## config.mk

```make
export PLATFORM = sky130hd
export DESIGN_NAME = char_lcd_nibble_write_controller_core
export DESIGN_NICKNAME = d
export VERILOG_FILES = /design/src/rtl/core/lcdc_pkg.sv /design/src/rtl/core/char_lcd_nibble_write_controller_core.sv /design/src/rtl/core/lcdc_seq.sv
export SDC_FILE = /design/constraint.sdc
export NUM_CORES = 1
export LEC_CHECK = 0
export BUFFER_PORTS_ARGS = -buffer_cell sky130_fd_sc_hd__buf_2
export CAP_MARGIN = 5
export CORE_MARGIN = 2
export CORE_UTILIZATION = 66
export DETAILED_ROUTE_END_ITERATION = 8
export PLACE_DENSITY_LB_ADDON = 0.2
export SETUP_SLACK_MARGIN = 0.5
export SLEW_MARGIN = 5
export SYNTH_ARGS = -nofsm -noshare
export SYNTH_HDL_FRONTEND = slang
export SYNTH_SLANG_ARGS = --single-unit
```

## constraint.sdc

```tcl
create_clock -name clk -period 3.62 [get_ports clk]
set_input_delay 0.362 -clock clk [delete_from_list [all_inputs] [get_ports clk]]
set_output_delay 0.362 -clock clk [all_outputs]
set_load 0.01 [all_outputs]
```

## src/rtl/core/lcdc_pkg.sv

```systemverilog
// Types, constants and table functions for the character LCD nibble controller.
// Depends on nothing; used by the sequencer, the top level and the checker.
package lcdc_pkg;

  localparam int unsigned CNT_W       = 20;
  localparam int unsigned CFG_DATA_W  = 20;
  localparam int unsigned REG_INDEX_W = 3;

  typedef enum logic [3:0] {
    PH_IDLE,
    PH_PWR,
    PH_NPULSE,
    PH_NWAIT,
    PH_HI,
    PH_GAP,
    PH_LO,
    PH_SETTLE,
    PH_CLEAR
  } phase_t;

  typedef enum logic [1:0] {
    CMD_TICK,
    CMD_INSTR,
    CMD_DATA,
    CMD_INIT
  } command_t;

  typedef enum logic [REG_INDEX_W-1:0] {
    REG_ENABLE_PULSE,
    REG_WRITE_SETTLE,
    REG_CLEAR_EXTRA,
    REG_POWERUP,
    REG_INIT_LONG,
    REG_INIT_SHORT
  } reg_index_t;

  localparam logic [15:0] RST_ENABLE_PULSE = 16'd50;
  localparam logic [15:0] RST_WRITE_SETTLE = 16'd50;
  localparam logic [15:0] RST_CLEAR_EXTRA  = 16'd1600;
  localparam logic [19:0] RST_POWERUP      = 20'd1020000;
  localparam logic [15:0] RST_INIT_LONG    = 16'd5000;
  localparam logic [15:0] RST_INIT_SHORT   = 16'd200;

  localparam logic [7:0] CLEAR_INSTR = 8'h01;

  // init_step: 1..4 single nibbles, 5..9 init instruction bytes
  localparam logic [3:0] STEP_FIRST_NIBBLE = 4'd1;
  localparam logic [3:0] STEP_LAST_NIBBLE  = 4'd4;
  localparam logic [3:0] STEP_FIRST_BYTE   = 4'd5;
  localparam logic [3:0] STEP_LAST_CHAIN   = 4'd8;

  typedef struct packed {
    logic [1:0] command;
    logic [7:0] byte_value;
  } cmd_t;

  typedef struct packed {
    logic [3:0] bus_nibble;
    logic       select_line;
    logic       enable_line;
    logic       busy_res;
    logic       accepted;
  } rsp_t;

  typedef struct packed {
    logic [15:0] enable_pulse_ticks;
    logic [15:0] write_settle_ticks;
    logic [15:0] clear_extra_ticks;
    logic [19:0] powerup_ticks;
    logic [15:0] init_long_ticks;
    logic [15:0] init_short_ticks;
  } cfg_t;

  typedef struct packed {
    phase_t           phase;
    logic [CNT_W-1:0] countdown;
    logic [7:0]       held_byte;
    logic [3:0]       init_step;
    logic [3:0]       nibble;
    logic             select;
    logic             enable;
  } state_t;

  function automatic logic [3:0] init_nibble(logic [1:0] idx);
    logic [3:0] n;
    case (idx)
      2'd3:    n = 4'h2;
      default: n = 4'h3;
    endcase
    return n;
  endfunction

  function automatic logic [7:0] init_byte(logic [2:0] idx);
    logic [7:0] b;
    case (idx)
      3'd0:    b = 8'h28;
      3'd1:    b = 8'h08;
      3'd2:    b = 8'h01;
      3'd3:    b = 8'h06;
      default: b = 8'h0C;
    endcase
    return b;
  endfunction

  function automatic logic [CNT_W-1:0] at_least_one(logic [15:0] v);
    logic [CNT_W-1:0] r;
    r = (v == 16'd0) ? CNT_W'(1) : CNT_W'(v);
    return r;
  endfunction

endpackage

```

## src/rtl/core/char_lcd_nibble_write_controller_core.sv

```systemverilog
// Top level of the 4-bit character LCD controller: state, config and result registers.
// Depends on lcdc_pkg and lcdc_seq.
//
//   channel | signals                        | direction
//   --------+--------------------------------+----------
//   request | cmd_valid, cmd_stall, cmd_data | in
//   result  | rsp_valid, rsp_stall, rsp_data | out
//   config  | cfg_we, cfg_index, cfg_wdata   | in
//
// One request is taken per clock while cmd_stall is low; its result is in the output
// register on the next cycle. The sequencer step is a single pass through lcdc_seq.
// A request is held off only while the output register is full and stalled.
// Synchronous reset restores the register defaults and the idle phase.
module char_lcd_nibble_write_controller_core import lcdc_pkg::*; (
  input  logic                   clk,
  input  logic                   rst,
  input  logic                   cmd_valid,
  output logic                   cmd_stall,
  input  cmd_t                   cmd_data,
  output logic                   rsp_valid,
  input  logic                   rsp_stall,
  output rsp_t                   rsp_data,
  input  logic                   cfg_we,
  input  logic [REG_INDEX_W-1:0] cfg_index,
  input  logic [CFG_DATA_W-1:0]  cfg_wdata
);

  cfg_t   cfg;
  state_t st;
  state_t st_next;
  rsp_t   rsp_next;
  logic   take;

  assign cmd_stall = rsp_valid & rsp_stall;
  assign take      = cmd_valid & ~cmd_stall;

  lcdc_seq u_seq (
    .st      (st),
    .cfg     (cfg),
    .cmd     (cmd_data),
    .st_next (st_next),
    .rsp     (rsp_next)
  );

  always_ff @(posedge clk) begin
    if (rst) begin
      cfg.enable_pulse_ticks <= RST_ENABLE_PULSE;
      cfg.write_settle_ticks <= RST_WRITE_SETTLE;
      cfg.clear_extra_ticks  <= RST_CLEAR_EXTRA;
      cfg.powerup_ticks      <= RST_POWERUP;
      cfg.init_long_ticks    <= RST_INIT_LONG;
      cfg.init_short_ticks   <= RST_INIT_SHORT;
    end else if (cfg_we) begin
      case (cfg_index)
        REG_ENABLE_PULSE: cfg.enable_pulse_ticks <= cfg_wdata[15:0];
        REG_WRITE_SETTLE: cfg.write_settle_ticks <= cfg_wdata[15:0];
        REG_CLEAR_EXTRA:  cfg.clear_extra_ticks  <= cfg_wdata[15:0];
        REG_POWERUP:      cfg.powerup_ticks      <= cfg_wdata[19:0];
        REG_INIT_LONG:    cfg.init_long_ticks    <= cfg_wdata[15:0];
        REG_INIT_SHORT:   cfg.init_short_ticks   <= cfg_wdata[15:0];
        default: ;
      endcase
    end
  end

  always_ff @(posedge clk) begin
    if (rst) begin
      st.phase     <= PH_IDLE;
      st.countdown <= '0;
      st.held_byte <= '0;
      st.init_step <= '0;
      st.nibble    <= '0;
      st.select    <= 1'b0;
      st.enable    <= 1'b0;
      rsp_valid    <= 1'b0;
    end else if (take) begin
      st        <= st_next;
      rsp_valid <= 1'b1;
    end else if (!rsp_stall) begin
      rsp_valid <= 1'b0;
    end
  end

  // payload register: load on every taken request
  always_ff @(posedge clk) begin
    if (take) begin
      rsp_data <= rsp_next;
    end
  end

endmodule

```

## src/rtl/core/lcdc_seq.sv

```systemverilog
// Next-state and result logic of the LCD sequencer for one tick.
// Depends on lcdc_pkg.
module lcdc_seq import lcdc_pkg::*; (
  input  state_t st,
  input  cfg_t   cfg,
  input  cmd_t   cmd,
  output state_t st_next,
  output rsp_t   rsp
);

  function automatic state_t start_byte(state_t s, logic [7:0] b, logic [15:0] pulse);
    state_t r;
    r           = s;
    r.held_byte = b;
    r.nibble    = b[7:4];
    r.enable    = 1'b1;
    r.phase     = PH_HI;
    r.countdown = at_least_one(pulse);
    return r;
  endfunction

  function automatic state_t start_nibble(state_t s, logic [15:0] pulse);
    state_t r;
    r           = s;
    r.nibble    = init_nibble(2'(s.init_step - 4'd1));
    r.select    = 1'b0;
    r.enable    = 1'b1;
    r.phase     = PH_NPULSE;
    r.countdown = at_least_one(pulse);
    return r;
  endfunction

  function automatic state_t go_idle(state_t s);
    state_t r;
    r           = s;
    r.init_step = '0;
    r.enable    = 1'b0;
    r.phase     = PH_IDLE;
    r.countdown = '0;
    return r;
  endfunction

  // chain to the next init instruction, or drop back to idle
  function automatic state_t finish_byte(state_t s, logic [15:0] pulse);
    state_t r;
    r = s;
    if (s.init_step >= STEP_FIRST_BYTE && s.init_step <= STEP_LAST_CHAIN) begin
      r.init_step = s.init_step + 4'd1;
      r = start_byte(r, init_byte(3'(r.init_step - STEP_FIRST_BYTE)), pulse);
    end else begin
      r = go_idle(s);
    end
    return r;
  endfunction

  state_t nx;
  logic   acc;

  always_comb begin
    nx  = st;
    acc = 1'b0;
    if (st.phase != PH_IDLE) begin
      if (st.countdown > CNT_W'(1)) begin
        nx.countdown = st.countdown - CNT_W'(1);
      end else begin
        case (st.phase)
          PH_PWR: begin
            nx.init_step = STEP_FIRST_NIBBLE;
            nx = start_nibble(nx, cfg.enable_pulse_ticks);
          end
          PH_NPULSE: begin
            nx.enable    = 1'b0;
            nx.phase     = PH_NWAIT;
            nx.countdown = at_least_one((st.init_step == STEP_FIRST_NIBBLE) ?
                                        cfg.init_long_ticks : cfg.init_short_ticks);
          end
          PH_NWAIT: begin
            if (st.init_step >= STEP_FIRST_NIBBLE && st.init_step < STEP_LAST_NIBBLE) begin
              nx.init_step = st.init_step + 4'd1;
              nx = start_nibble(nx, cfg.enable_pulse_ticks);
            end else begin
              nx.init_step = STEP_FIRST_BYTE;
              nx.select    = 1'b0;
              nx = start_byte(nx, init_byte(3'd0), cfg.enable_pulse_ticks);
            end
          end
          PH_HI: begin
            nx.enable    = 1'b0;
            nx.phase     = PH_GAP;
            nx.countdown = CNT_W'(1);
          end
          PH_GAP: begin
            nx.nibble    = st.held_byte[3:0];
            nx.enable    = 1'b1;
            nx.phase     = PH_LO;
            nx.countdown = at_least_one(cfg.enable_pulse_ticks);
          end
          PH_LO: begin
            nx.enable    = 1'b0;
            nx.phase     = PH_SETTLE;
            nx.countdown = at_least_one(cfg.write_settle_ticks);
          end
          PH_SETTLE: begin
            // clear display needs the extra wait
            if (!st.select && st.held_byte == CLEAR_INSTR && cfg.clear_extra_ticks != 16'd0) begin
              nx.phase     = PH_CLEAR;
              nx.countdown = CNT_W'(cfg.clear_extra_ticks);
            end else begin
              nx = finish_byte(st, cfg.enable_pulse_ticks);
            end
          end
          PH_CLEAR: nx = finish_byte(st, cfg.enable_pulse_ticks);
          default:  nx = go_idle(st);
        endcase
      end
    end else if (cmd.command != CMD_TICK) begin
      acc          = 1'b1;
      nx.init_step = '0;
      if (cmd.command == CMD_INIT) begin
        nx.select = 1'b0;
        if (cfg.powerup_ticks != 20'd0) begin
          nx.enable    = 1'b0;
          nx.phase     = PH_PWR;
          nx.countdown = CNT_W'(cfg.powerup_ticks);
        end else begin
          nx.init_step = STEP_FIRST_NIBBLE;
          nx = start_nibble(nx, cfg.enable_pulse_ticks);
        end
      end else begin
        nx.select = (cmd.command == CMD_DATA);
        nx = start_byte(nx, cmd.byte_value, cfg.enable_pulse_ticks);
      end
    end
  end

  assign st_next         = nx;
  assign rsp.bus_nibble  = nx.nibble;
  assign rsp.select_line = nx.select;
  assign rsp.enable_line = nx.enable;
  assign rsp.busy_res    = (nx.phase != PH_IDLE);
  assign rsp.accepted    = acc;

endmodule

```

# Word level (Yosys, flattened, before mapping)
# Index checks and enable logic that the tools add are counted.
# word_totals
reg_bits	151
output_inout_bits	10
wordCells	114
# classes
add_sub_neg	4
n_lt_le_gt_ge	5
eq_ne	29
muxes	27
n_bitwise	3
n_reduce_logical	27
# op_table
operator	n
$pmux W24 S8	1
$mux W41	3
$mux W42	2
$mux W16	4
$pmux W12 S5	1
$logic_not A16 Y1	3
$mux W18	2
$mux W24	1
$pmux W6 S4	1
$mux W22	1
$gt A20 B1 Y1 const B	1
$mux W20	1
$pmux W4 S5	1
$reduce_bool A20 Y1	1
$sub A20 B1 Y20 const B	1
$eq A4 B3 Y1 const B	4
$reduce_bool A16 Y1	1
$reduce_and A2 Y1	7
$eq A3 B2 Y1 const B	4
$reduce_and A9 Y1	1
$eq A4 B1 Y1 const B	2
$eq A4 B2 Y1 const B	2
$eq A8 B1 Y1 const B	1
$pmux W1 S4	2
28 further kinds	47

# Longest topological paths before layout
# depth
depth_word	10
ltp_mapped	10
ltp_nobuf	9

# Hierarchy
# A second synthesis with hierarchy kept.
# unflattened
hier_cells	1057
area_unflattened_um2	9210.1
# modules_own_cells
module	n_inst	cells_per_inst	area_each_um2	seq_area_each_um2
char_lcd_nibble_write_controller_core	1	566	6117.1	3103.0
lcdc_seq	1	491	3093.0	0.0

# Worst setup path after synthesis
# Ideal clock, no wire load.
# synth_path
path_type	flip-flop to flip-flop
startpoint	reg, netlist name st[30]
endpoint	reg, netlist name st[10]
setup_time_ns	0.117
arrival_time_ns	2.252
slack_ns	1.251
stages_incl_launch_ff	8
synth_period_minus_slack_ns	2.369
path_cell_list	dfxtp_1 or4_4 nor3b_4 nand4_4 a2111oi_4 o31a_2 nor2_2 a22o_1
# synth_via
elab_chain_len	3
# synth_rtl
element	line	rtl
$gt A20 B1 Y1	lcdc_seq.sv:63	if (st.countdown > CNT_W'(1)) begin
$ne A2 B2 Y1 (no source line)	--	
$reduce_and A9 Y1 (no source line)	--	
# Every way passes these cells.
# A chain may end at the register's enable or synchronous reset.

# Worst setup path after layout
# layout_path
startpoint	reg, netlist name st[1]
endpoint	reg, netlist name st[14]
# layout_via
elab_chain_len	5
# layout_rtl
element	line	rtl
$logic_not A1 Y1	lcdc_seq.sv:105	if (!st.select && st.held_byte == CLEAR_INSTR && cfg.clear_extra_ticks != 16'd0) begin
$logic_and A1 B1 Y1 (2 in series)	lcdc_seq.sv:105	
$ne A3 B3 Y1 (no source line)	--	
$reduce_and A9 Y1 (no source line)	--	
# Every way passes these cells.

==> summary.txt <==
Placed design
  – Inst Count DP: 1148
  – RePlAce Congestion: 1.01
  – Worst slack at placement: 756 ps
  – Buffers added on ports: 47
  – DP Wirelength: 15700 um
  – Placed instance area: 8110 um^2

Run
  – Max-cap violations: 0

STA
  – Hold WS: 147 ps
  – Tmin final: 2940 ps
  – Final setup viols: 0
  – Setup tns final: 0 ps
  – Max Fclk: 0.340 GHz
  – Fin. max-slew vios: 0
  – Setup ws final: 680 ps
  – Worst slew pin tran: 943 ps
  – Tcrit/Tclk final: 81.2%
  – Layout Skew: 9.31 ps
  – RSZ-0062 raised after global routing: false
  – Slew Limit Headroom: 37.1%
  – Hold Vio Cnt, Final: 0

Logic synthesis
  – Most frequent cell after synthesis: nand2_1
  – Synthesized cell area: 7860 um^2
  – Share of the synthesized area in the top cell type: 36.4%
  – Synthesized area per cell: 7.76 um^2
  – Async SR Flop Fraction: 0%
  – Top cells by area, synth: dfxtp_1 (36%), nand2_1 (13%), a21oi_1 (6.6%), mux2i_1 (3.7%), edfxtp_1 (3.1%)
  – Post-synth top flop: dfxtp_1
  – Syn. warnings: 0
  – Mapped Nets: 1057
  – Count of cell types in the netlist: 70
  – Synth Register Bits: 151
  – Post-Syn Instances: 1012
  – Post-synth top cells: nand2_1 (267), dfxtp_1 (143), a21oi_1 (104)
  – Top cell type by total area after synthesis: dfxtp_1
  – Post-synthesis sequential area ratio: 39.5%
  – Post-synth EDFFs: 8

Clock network
  – CTS tree: done
  – H-Tree Depth: 4
  – Hold-fix buffers, CTS: 0
  – Clock sink count: 151
  – Clk buf depth: 2
  – Cts repair resizes: 0
  – Postcts setup bufs: 0
  – Worst-Skew Late Latency: 440 ps
  – Inserted Clock Buffers: 17
  – CTS clk-pin slew, worst paths: 60 ps
  – Clock Tree Root: clkbuf_16

Finish
  – Layout cell share with drive strength beyond 1: 10.9%
  – Final instance area: 8670 um^2
  – Fill cells: 899
  – Finished Core Util: 75.3%
  – Antenna Cells: 0
  – Fin nets: 1069
  – Area Growth Syn to Fin: 10.4%
  – Post-route insts no fill: 1180

Floorplan
  – Row cnt: 39
  – Top Ports: 48
  – Initial Util: 68.2%
  – CORE AREA: 11500 um^2
  – Die Y: 113 um
  – Die footprint: 12800 um^2
  – Chip width: 113 um

Setup path
  – Worst reg-to-reg setup slack: 680 ps
  – FF-to-FF End: st[14]$_SDFFE_PP0P_
  – Worst path required time: 3950 ps
  – CP max FO: 23
  – Register-to-Register Path Depth: 6
  – Reg2Reg Launch Point: st[1]$_SDFFE_PP0P_
  – Critical-path cell list: or4_1, nor3_1, and4_1, a211o_1, nor3_2, a32o_1
  – CP Data Arrival Time: 3270 ps
  – Crit path launch: st[1]$_SDFFE_PP0P_
  – Crit start category: register
  – CP max stage delay: 890 ps
  – Crit. End Element: register
  – Setup CP Type: reg -> reg
  – CP Buf/Inv Count: 0
  – Crit path max-delay family: simple AND/OR/NAND/NOR gates
  – Critical Path Sink: st[14]$_SDFFE_PP0P_
  – Crit. path cell count: 6
  – Slowest stage cell, crit path: and4_1

Detailed routing
  – Detail Route Antenna Nets: 0
  – DRC errors left: 2
  – WL final: 22100 um
  – Routed WL per cell: 18.8 um
  – DRT iter0 DRCs: 833
  – Drt first pass iters: 9
  – Avg Vias per Cell: 6.43
  – Via Count: 7589

GRT
  – GRT Overall Usage: 35.8%
  – Largest net degree at the start of global routing: 63
  – First-pass GRT wire length: 36400 um
  – GR Overflow Total: 0
  – Vias in the first global route: 6971
  – Initial antenna violation count: 0

Hold path
  – Hold Crit Class: in -> reg
  – Hold Startpoint: cfg_wdata[19]

Status
  – Status: complete, but fails checks
  – Failing checks: design-rule violations

Power
  – Lkg Pwr: 3.20 nW
  – Tot Pwr: 4.30 mW
  – Maximum vdd ir drop: 364 uV
  – PwrDens: 496 nW/um^2
-- final cells by class --
type / instances / area (um^2) / area share [%]
Clock buffer: 22 / 464 / 5.35
Clock inverter: 10 / 95.1 / 1.10
Inverter: 11 / 41.3 / 0.476
Timing Repair Buffer: 59 / 328 / 3.78
Multi-Input combinational cell: 784 / 4460 / 51.5
Sequential cell: 151 / 3100 / 35.8
Tap cell: 143 / 179 / 2.06
-- worst register-to-register path, delay by kind of cell, from the launching register on --
kind	cells	cell delay (ps)
flip-flops	1	320
AO/OA/AOI/OAI	2	660
AND/OR/NAND/NOR	4	1860
-- layout by cell type (no fill, tap or decap), types with 4 or more instances in the layout --
master,instances
o21ai_0,44
a221oi_1,4
and2_1,5
buf_2,46
edfxtp_1,8
a221o_1,10
buf_4,13
xnor2_1,6
nor2b_1,6
nand4b_1,4
nand4_1,7
clkbuf_16,17
a21oi_1,104
nor4_1,28
o21a_1,4
o221ai_1,4
nand3_1,19
a22oi_1,12
xor2_1,5
nand2b_1,12
a21o_1,4
a211oi_1,14
nand3b_1,28
inv_1,10
nand2_1,267
and3_1,7
a31oi_1,4
mux2_2,4
dfxtp_1,143
nor3_1,24
o22ai_1,14
mux2i_1,29
ha_1,7
nor2_1,51
-- state kept, by name, summed over array words and instances (netlist names) --
signal and flops:
rsp_valid 1, cfg 100, st 42, rsp_data 8
-- worst min-delay path by stage --
| stage | to | slack (ps) | cells past startpoint |
|---|---|---|---|
| 3_5_place_dp | st[14]$_SDFFE_PP0P_ | 460 | 1 |
| 6_report | cfg[51]$_SDFFE_PP1P_ | 150 | 3 |
| 4_1_cts | cfg[51]$_SDFFE_PP1P_ | 140 | 3 |
| 3_3_place_gp | cfg[84]$_SDFFE_PP0P_ | 450 | 2 |
| 2_1_floorplan | st[14]$_SDFFE_PP0P_ | 430 | 1 |
| 5_1_grt | cfg[51]$_SDFFE_PP1P_ | 150 | 3 |
-- logic make-up after synthesis --
group                      Yosys count  share of synthesized area (%)
buffers and inverters               77                           3.81
DFF                                151                           39.5
muxes                               33                           4.27
AOI/OAI and AO/OA                  254                           20.9
xor gates and xnor gates            11                           1.23
adders and majority gates            7                           1.11
and+or+nand+nor                    479                           29.2
-- report_power, final --
group	total (mW)	internal, mW	switching, mW
Clock	1.69	0.983	0.708
Sequential	1.83	1.75	0.0796
Combinational	0.776	0.279	0.498
Total	4.30	3.02	1.29
-- metal layers --
metal  share of wire, %  global-route usage (%)  up-vias  wire length [um]
met2                 44                    54.0      391              9780
met4                3.6                    15.2        0               797
met5                  0                       0        -                 0
li1                   -                       -     3639                 -
met3                9.3                    9.27       75              2070
met1                 43                    48.9     3484              9500
(Power assumes the default switching activity.)
